File: src/hdl/two_list_merge_by_frequency_assert.svh
// assertion macros for the rtl
`ifndef TWO_LIST_MERGE_BY_FREQUENCY_ASSERT_SVH
`define TWO_LIST_MERGE_BY_FREQUENCY_ASSERT_SVH

`ifndef SYNTHESIS

// consequence must hold in the same cycle
`define TLM_ASSERT_NOW(label, clk, rst, ante, cons) \
  label: assert property (@(posedge clk) disable iff (rst) (ante) |-> (cons)) \
    else $error("tlm check failed");

// consequence must hold in the next cycle
`define TLM_ASSERT_NEXT(label, clk, rst, ante, cons) \
  label: assert property (@(posedge clk) disable iff (rst) (ante) |=> (cons)) \
    else $error("tlm check failed");

`else

`define TLM_ASSERT_NOW(label, clk, rst, ante, cons)
`define TLM_ASSERT_NEXT(label, clk, rst, ante, cons)

`endif

`endif

File: src/hdl/tlm_pkg.sv
package tlm_pkg;

  typedef enum logic [1:0] {
    OP_APPEND_FIRST  = 2'd0,
    OP_APPEND_SECOND = 2'd1,
    OP_MERGE         = 2'd2
  } op_t;

  typedef enum logic {
    ST_IDLE  = 1'b0,
    ST_MERGE = 1'b1
  } state_t;

  typedef struct packed {
    logic [15:0] doc_id;
    logic [15:0] frequency;
  } entry_t;

endpackage

File: src/hdl/tlm_list.sv
module tlm_list import tlm_pkg::*; #(
  parameter int DEPTH = 32,
  localparam int CW = $clog2(DEPTH + 1),
  localparam int AW = (DEPTH > 1) ? $clog2(DEPTH) : 1
) (
  input  logic          clk,
  input  logic          rst,
  input  logic          push,
  input  entry_t        wdata,
  input  logic          clear,
  input  logic [AW-1:0] raddr,
  output entry_t        rdata,
  output logic [CW-1:0] count,
  output logic          full
);

  entry_t mem [DEPTH];

  assign full = (count == CW'(DEPTH));

  always_ff @(posedge clk) begin
    if (rst) begin
      count <= '0;
    end else if (clear) begin
      count <= '0;
    end else if (push && !full) begin
      count <= count + CW'(1);
    end
  end

  // dropped pushes leave the store alone
  always_ff @(posedge clk) begin
    if (push && !full) begin
      mem[count[AW-1:0]] <= wdata;
    end
    rdata <= mem[raddr];
  end

endmodule

File: src/hdl/two_list_merge_by_frequency.sv
// Two-list merge by frequency. An item is taken at a rising edge with start high and busy
// low. An append (opcode 0 or 1) leaves busy low, so appends go in back to back. A merge
// (opcode 2) raises busy until its last result is chosen, or for a single marker result
// when both lists are empty, emitting one result per cycle; each result appears on the
// output ports, marked by strobe, in the cycle after it is chosen. The rate is set by the
// single head compare and the one read port of each list store. Results cannot be stalled:
// the receiver must take every transfer in the cycle strobe is high.
`include "two_list_merge_by_frequency_assert.svh"

module two_list_merge_by_frequency import tlm_pkg::*; #(
  parameter int LIST_DEPTH = 32
) (
  input  logic        clk,
  input  logic        rst,
  input  logic        start,
  output logic        busy,
  input  logic [1:0]  opcode,
  input  logic [15:0] doc_id,
  input  logic [15:0] frequency,
  output logic        strobe,
  output logic [15:0] out_doc_id,
  output logic [15:0] out_frequency,
  output logic        from_second,
  output logic        is_last,
  output logic        no_entry,
  output logic        overflowed
);

  localparam int CW = $clog2(LIST_DEPTH + 1);
  localparam int AW = (LIST_DEPTH > 1) ? $clog2(LIST_DEPTH) : 1;

  state_t        state, state_next;
  logic [CW-1:0] i, i_next, i_adv;
  logic [CW-1:0] j, j_next, j_adv;
  logic          overflow;

  logic          accept;
  logic          push_first, push_second;
  logic          full_first, full_second;
  logic [CW-1:0] count_first, count_second;
  entry_t        head_first, head_second;
  entry_t        wdata;

  logic          first_left, second_left, take_first;
  logic          emit, last, mark;

  assign busy   = (state != ST_IDLE);
  assign accept = start && !busy;
  assign wdata  = '{doc_id: doc_id, frequency: frequency};

  always_comb begin
    push_first  = 1'b0;
    push_second = 1'b0;
    case (opcode)
      OP_APPEND_FIRST:  push_first  = accept;
      OP_APPEND_SECOND: push_second = accept;
      default: ;
    endcase
  end

  tlm_list #(.DEPTH(LIST_DEPTH)) u_first (
    .clk   (clk),
    .rst   (rst),
    .push  (push_first),
    .wdata (wdata),
    .clear (emit && last),
    .raddr (i_next[AW-1:0]),
    .rdata (head_first),
    .count (count_first),
    .full  (full_first)
  );

  tlm_list #(.DEPTH(LIST_DEPTH)) u_second (
    .clk   (clk),
    .rst   (rst),
    .push  (push_second),
    .wdata (wdata),
    .clear (emit && last),
    .raddr (j_next[AW-1:0]),
    .rdata (head_second),
    .count (count_second),
    .full  (full_second)
  );

  // heads are read at the next index, so they are ready the cycle after a pick
  assign first_left  = (i < count_first);
  assign second_left = (j < count_second);
  assign take_first  = first_left &&
                       (!second_left || (head_first.frequency >= head_second.frequency));

  always_comb begin
    state_next = state;
    emit       = 1'b0;
    mark       = 1'b0;
    last       = 1'b0;
    i_adv      = i;
    j_adv      = j;
    unique case (state)
      ST_IDLE: begin
        if (accept && (opcode == OP_MERGE)) begin
          state_next = ST_MERGE;
        end
      end
      ST_MERGE: begin
        emit = 1'b1;
        if (!first_left && !second_left) begin
          mark = 1'b1;
          last = 1'b1;
        end else begin
          if (take_first) begin
            i_adv = i + CW'(1);
          end else begin
            j_adv = j + CW'(1);
          end
          last = (i_adv == count_first) && (j_adv == count_second);
        end
      end
      default: state_next = ST_IDLE;
    endcase
    i_next = i_adv;
    j_next = j_adv;
    if (emit && last) begin
      state_next = ST_IDLE;
      i_next     = '0;
      j_next     = '0;
    end
  end

  always_ff @(posedge clk) begin
    if (rst) begin
      state    <= ST_IDLE;
      i        <= '0;
      j        <= '0;
      overflow <= 1'b0;
      strobe   <= 1'b0;
    end else begin
      state  <= state_next;
      i      <= i_next;
      j      <= j_next;
      strobe <= emit;
      if (emit && last) begin
        overflow <= 1'b0;
      end else if ((push_first && full_first) || (push_second && full_second)) begin
        overflow <= 1'b1;
      end
    end
  end

  always_ff @(posedge clk) begin
    if (emit) begin
      out_doc_id    <= mark ? 16'd0 : (take_first ? head_first.doc_id : head_second.doc_id);
      out_frequency <= mark ? 16'd0 :
                       (take_first ? head_first.frequency : head_second.frequency);
      from_second   <= !mark && !take_first;
      is_last       <= last;
      no_entry      <= mark;
      overflowed    <= overflow;
    end
  end

  `TLM_ASSERT_NEXT(a_merge_busy, clk, rst, accept && (opcode == OP_MERGE), busy)
  `TLM_ASSERT_NOW(a_marker_last, clk, rst, strobe && no_entry, is_last && !from_second)
  `TLM_ASSERT_NOW(a_last_frees, clk, rst, strobe && is_last, !busy)
  `TLM_ASSERT_NOW(a_more_busy, clk, rst, strobe && !is_last, busy)

endmodule

File: config.mk
export PLATFORM = sky130hd
export DESIGN_NAME = two_list_merge_by_frequency
export DESIGN_NICKNAME = d
export VERILOG_FILES = /design/src/hdl/tlm_pkg.sv /design/src/hdl/tlm_list.sv /design/src/hdl/two_list_merge_by_frequency.sv
export VERILOG_INCLUDE_DIRS = /design/src /design/src/hdl
export SDC_FILE = /design/constraint.sdc
export NUM_CORES = 2
export LEC_CHECK = 0
export ABC_AREA = 1
export ABC_CLOCK_PERIOD_IN_PS = 10560
export BUFFER_PORTS_ARGS = -buffer_cell sky130_fd_sc_hd__buf_2
export CAP_MARGIN = 5
export CORE_ASPECT_RATIO = 0.7
export CORE_MARGIN = 8
export CORE_UTILIZATION = 60
export CTS_CLUSTER_SIZE = 20
export DETAILED_ROUTE_END_ITERATION = 10
export GPL_TIMING_DRIVEN = 0
export PLACE_DENSITY = 0.73
export SLEW_MARGIN = 25
export SYNTH_ARGS = -nofsm -noshare
export SYNTH_HDL_FRONTEND = slang
export SYNTH_HIERARCHICAL = 1
export SYNTH_SLANG_ARGS = --single-unit
File: constraint.sdc
create_clock -name clk -period 10.56 [get_ports clk]
set_input_delay 2.112 -clock clk [delete_from_list [all_inputs] [get_ports clk]]
set_output_delay 2.112 -clock clk [all_outputs]
set_load 0.01 [all_outputs]
# == After elaboration in Yosys (flattened, before gate mapping) ==
# Memory sizes are Yosys's and may differ from the RTL's. A register that Yosys moved wholly into a read port is not among the register bits.
# Index checks and enable logic that the tools add are counted.
# word_totals
regBits,63
latchBits,0
ramBits,2048
romBits,0
out_inout_bits,38
word_cells,81
mem_count,2
# op_classes
addsub,4
multipliers,0
div_mod_pow,0
order_cmp,3
eq_ne,6
shift,0
mux,27
n_bitwise,1
n_reduce_logical,23
# mem_list
memory,words,width,read_ports,rd_ports_with_merged_regs,write_ports,line,rtl
u_first.mem,32,32,1,1,1,tlm_list.sv:17,entry_t mem [DEPTH];
u_second.mem,32,32,1,1,1,tlm_list.sv:17,
# op_table
operator,n
6-bit two-way mux,6
16-bit two-way mux,2
5-bit two-way mux,6
"6-bit by 1-bit adder with 6-bit output, second input constant",4
16-bit >= comparator,1
1-bit two-way mux,13
6-bit equality test,2
"6-bit equality test, second input constant",2
6-bit < comparator,2
1-bit logical AND,11
1-bit zero test,7
"2-bit by 1-bit equality test with 1-bit output, second input constant",1
"2-bit equality test, second input constant",1
2-bit zero test,1
1-bit logical OR,2
2-bit AND reduction,1
2-bit OR reduction,1
1-bit inverter,1

# == Logic depth before layout (Yosys ltp) ==
# depth
word_depth,13
ltp_mapped,35
ltp_nobuf,31

# == Modules after synthesis ==
# Netlist, hierarchy kept.
# by_module_without_submodules
module,n_inst,cells_per_inst,area_per_inst_um2,seq_area_each_um2
tlm_list,2,3597,42833.6,31510.2
two_list_merge_by_frequency,1,464,3467.1,1381.3

# == Worst setup path after synthesis ==
# Ideal clock, no wire load.
# synth_path
path_kind,input -> register
startpoint,input start
endpoint,memory u_first/mem[0][0] (netlist bit) (enable)
arrival_ns,4.273
slack_ns,5.866
cell_stages,9
n_path_buf,1
path_cell_list,inv_1 > nor2_1 > inv_1 > nor3_1 > nand2_1 > buf_4 > nor2_1 > inv_1 > nor2_1
# synth_between
elab_chain_len,5
# synth_rtl
item,line,rtl
from (decl),two_list_merge_by_frequency.sv:15,"input logic start,"
1-bit logical AND,two_list_merge_by_frequency.sv:48,assign accept = start && !busy;
1-bit two-way mux,two_list_merge_by_frequency.sv:54,case (opcode)
via push_first,two_list_merge_by_frequency.sv:38,"logic push_first, push_second;"
1-bit logical AND,tlm_list.sv:33,if (push && !full) begin
1-bit two-way mux,tlm_list.sv:33,
1-bit two-way mux (implied by the code),tlm_list.sv:34,mem[count[AW-1:0]] <= wdata;
to (decl),tlm_list.sv:17,
# The timed path passes the listed nets, and every way through them passes these cells.

# == Worst setup path in the final report ==
# layout_path
startpoint,register u_second.count[3]
endpoint,"register, netlist name u_second/rdata[18]"
# layout_between
elab_chain_len,13
word_cells_on_any_way,20
classes_between,order compare (1); eq/ne (2); mux (11); reduce/logical (6)
# layout_rtl
item,line,rtl
from (decl),tlm_list.sv:13,"output logic [CW-1:0] count,"
from (signal assigned),tlm_list.sv:27,count <= count + CW'(1);
6-bit < comparator,two_list_merge_by_frequency.sv:87,assign second_left = (j < count_second);
1-bit zero test,"two_list_merge_by_frequency.sv:89, two_list_merge_by_frequency.sv:106",
1-bit logical OR,two_list_merge_by_frequency.sv:89,(!second_left || (head_first.frequency >= head_second.frequency));
1-bit logical AND,two_list_merge_by_frequency.sv:88,assign take_first = first_left &&
6-bit two-way mux,two_list_merge_by_frequency.sv:110,if (take_first) begin
6-bit two-way mux,two_list_merge_by_frequency.sv:106,if (!first_left && !second_left) begin
6-bit two-way mux,two_list_merge_by_frequency.sv:98,unique case (state)
6-bit equality test,two_list_merge_by_frequency.sv:115,last = (i_adv == count_first) && (j_adv == count_second);
1-bit logical AND,two_list_merge_by_frequency.sv:115,
1-bit two-way mux *,two_list_merge_by_frequency.sv:106,
1-bit two-way mux *,two_list_merge_by_frequency.sv:98,
via last,two_list_merge_by_frequency.sv:45,"logic emit, last, mark;"
1-bit logical AND *,two_list_merge_by_frequency.sv:122,if (emit && last) begin
5-bit two-way mux *,two_list_merge_by_frequency.sv:122,
via j_next[1],two_list_merge_by_frequency.sv:34,"logic [CW-1:0] j, j_next, j_adv;"
# Mark *: on every way through the listed nets, which the timed path passes. The rest lies on a longest branch. The select of a mux whose other input is x is not followed.
# A chain may end at the register's enable or synchronous reset.

==> metrics.yaml <==
fin_nets: 8106
drc: 0
relSlewSlack: 0.271
multi_input_area_mm2: 0.0214
p_comb_frac: 0.155
critPathArrivalTime_ns: 6.32
power.internal_mw: 14.0
power_density_mw_per_mm2: 193
post-route-util: 0.683
gr-usage-all-layers: 0.338
crit_top_cell: "nand2_1"
wl_per_cell_um: 27.7
max_freq_ghz: 0.177
grt_max_degree: 65
routabilityCongestion: 1.00
die_area_mm2: 0.161
synth_fp_nets: 7731
routed_wl_um: 282000
setup_viol: 0
synth_area_per_cell_um2: 11.6
antenna_found_initial: 9
hp-class: "reg2reg"
rows: 118
dp_hpwl_um: 199000
criticalPathCategory: "reg2reg"
synthesis.area_mm2: 0.0891
clock_sinks: 2175
yosys_warnings: 6
seq_area_mm2: 0.0644
clock_latency_ns: 0.86
switching_share: 0.280
p_sw_mw: 5.46
io_pins: 75
worst_slew_pin_slew_ns: 1.09
p_clk_frac: 0.350
finalMaxSlewViolations: 0
maxCapViolCount: 0
cts_tree: "built"
synth_top_family_by_area: "simple AND/OR/NAND/NOR gates"
crit_slowest_cell: "buf_2"
area_delta_synth_final_pct: 13.2
slowest_delay_ns: 0.57
syn-instance-count: 7658
grt_pass1_vias: 57296
vias: 63090
fillers: 10516
numCtsBuffers: 195
start_util: 0.604
yosysSeqAreaShare: 0.723
critical_path_required_ns: 11.23
drive_gt1_frac: 0.111
die_y_um: 338
hold_buffers: 0
ys_ff_latch: 2175
cts_root_buf: "clkbuf_16"
min_period_ns: 5.65
drt-initial-drc-count: 9895
grt_pass1_wl_um: 397000
synthAdderAreaFrac: 0.00505
cts_resized: 0
skew_ns: 0.0428
cp-start-kind: "register"
die_w_um: 477
critPathMaxFanout: 12
synth_mux_area_frac: 0
path_clk_slew_ns: 0.06
ys_types: 37
synth-xor-area-share: 0.000983
status: "completed"
postCtsSetupBuffers: 0
finalHoldViolCount: 0
clk_path_buf_depth: 3
rsz0062_at_grt: "no"
portBuffers: 74
mostFrequentLayoutCell: "nand2_1"
vias_per_cell: 6.20
ir_worst_vdd_mv: 0.181
drt_first_pass_iters: 6
detail-route-antenna-nets: 0
synth_compound_area_frac: 0.00547
pwr-share-seq: 0.495
endpoint_kind: "register"
final_cell_mix: "nand2_1 (3018), edfxtp_1 (2084), nand3_1 (1588)"
synthSimpleGateAreaFrac: 0.224
finalCritPeriodShare: 0.535
finalSetupTns_ns: 0
grt_overflow: 0
core_region_area_mm2: 0.148
leakagePower_nw: 37.4
htreeDepth: 4
[final timing paths]
path | start | cells past startpoint | to | slack, ns
setup reg to reg | u_second/count[3] | 28 | u_second/rdata[18] | 4.91
hold / removal | overflow | 0 | overflowed | 0.45
hold reg to reg | overflow | 0 | overflowed | 0.45
setup / recovery | u_second/count[3] | 28 | u_second/rdata[18] | 4.91
[synth_stat cells, drive strengths merged]
cell type / count / area (um^2)
nand4: 2 / 12.5
clkinv: 1 / 3.75
nand3: 1589 / 7960
inv: 125 / 484
nor2: 121 / 464
edfxtp: 2084 / 62600
buf: 399 / 3010
o21a: 2 / 15.0
dfxtp: 91 / 1820
nand2b: 1 / 6.26
nor3: 8 / 50.1
a221oi: 1 / 8.76
a21oi: 51 / 267
o21ai: 35 / 175
a21o: 1 / 7.51
xor2: 9 / 78.8
nand2: 3041 / 11500
o31ai: 2 / 15.0
ha: 36 / 450
clkbuf: 58 / 233
xnor2: 1 / 8.76
[flip-flops by register name, indices dropped and copies added, names as in the netlist]
signal          flops
u_second/rdata     32
is_last             1
j                   6
u_first/count       6
u_first/rdata      32
no_entry            1
i                   6
out_doc_id         16
u_second/count      6
from_second         1
overflowed          1
out_frequency      16
busy                1
overflow            1
strobe              1
u_first/mem      1024
u_second/mem     1024
[power by group through the flow]
stage | logic [mW] | clock network [mW] | registers (mW)
floorplan | 1.54 | 0 | 9.79
global placement | 2.76 | 0 | 9.82
detailed placement | 2.83 | 0 | 9.81
CTS | 2.85 | 6.85 | 9.63
global route | 3.15 | 7.17 | 9.63
finish | 3.02 | 6.82 | 9.63
[stage by stage]
stage | total power, mW | cell area (um^2) | hold slack, ns | setup WS [ns] | std cells
after floorplan | 11.3 | 89100 | 0.409 | 5.87 | 7658
after CTS | 19.3 | 101000 | 0.438 | 5.25 | 10169
after global routing | 20.0 | 101000 | 0.453 | 4.72 | 10169
after global placement | 12.6 | 92000 | 0.414 | 3.79 | 9712
final | 19.5 | 101000 | 0.446 | 4.91 | 10174
after detailed placement | 12.6 | 94900 | 0.422 | 5.30 | 9816
[cell type report]
type	instances	area share
diodes	5	0.000124
plain buffers	457	0.0322
clock buffers	248	0.0510
clock inverters	105	0.00833
inverters	126	0.00484
multi-input cells	4900	0.212
flip-flops and latches	2175	0.638
well taps	1980	0.0246
repair buffers	178	0.0284
[critical path: cells and delay by family, from the launching register on]
kind | cells | cell delay [ns]
AO/OA/AOI/OAI | 1 | 0.13
AND/OR/NAND/NOR | 20 | 2.66
buffers and inverters | 6 | 1.80
adder cells (fa/ha/maj) | 1 | 0.32
flip-flops | 1 | 0.53
[logic make-up after synthesis]
kind of cell | count (synthesis)
AOI/OAI and AO/OA | 92
and+or+nand+nor | 4762
adders and majority gates | 36
xor gates and xnor gates | 10
buffers and inverters | 583
DFF | 2175
[metal layers]
layer  vias to the layer above  share of wire  global-route usage
met5                         -       0.000092                   0
met4                         4          0.032               0.107
met3                       445           0.18               0.152
met2                      4680           0.39               0.441
met1                     30653           0.39               0.504
li1                      27308              -                   -
Power figures use the tool's default switching activity.
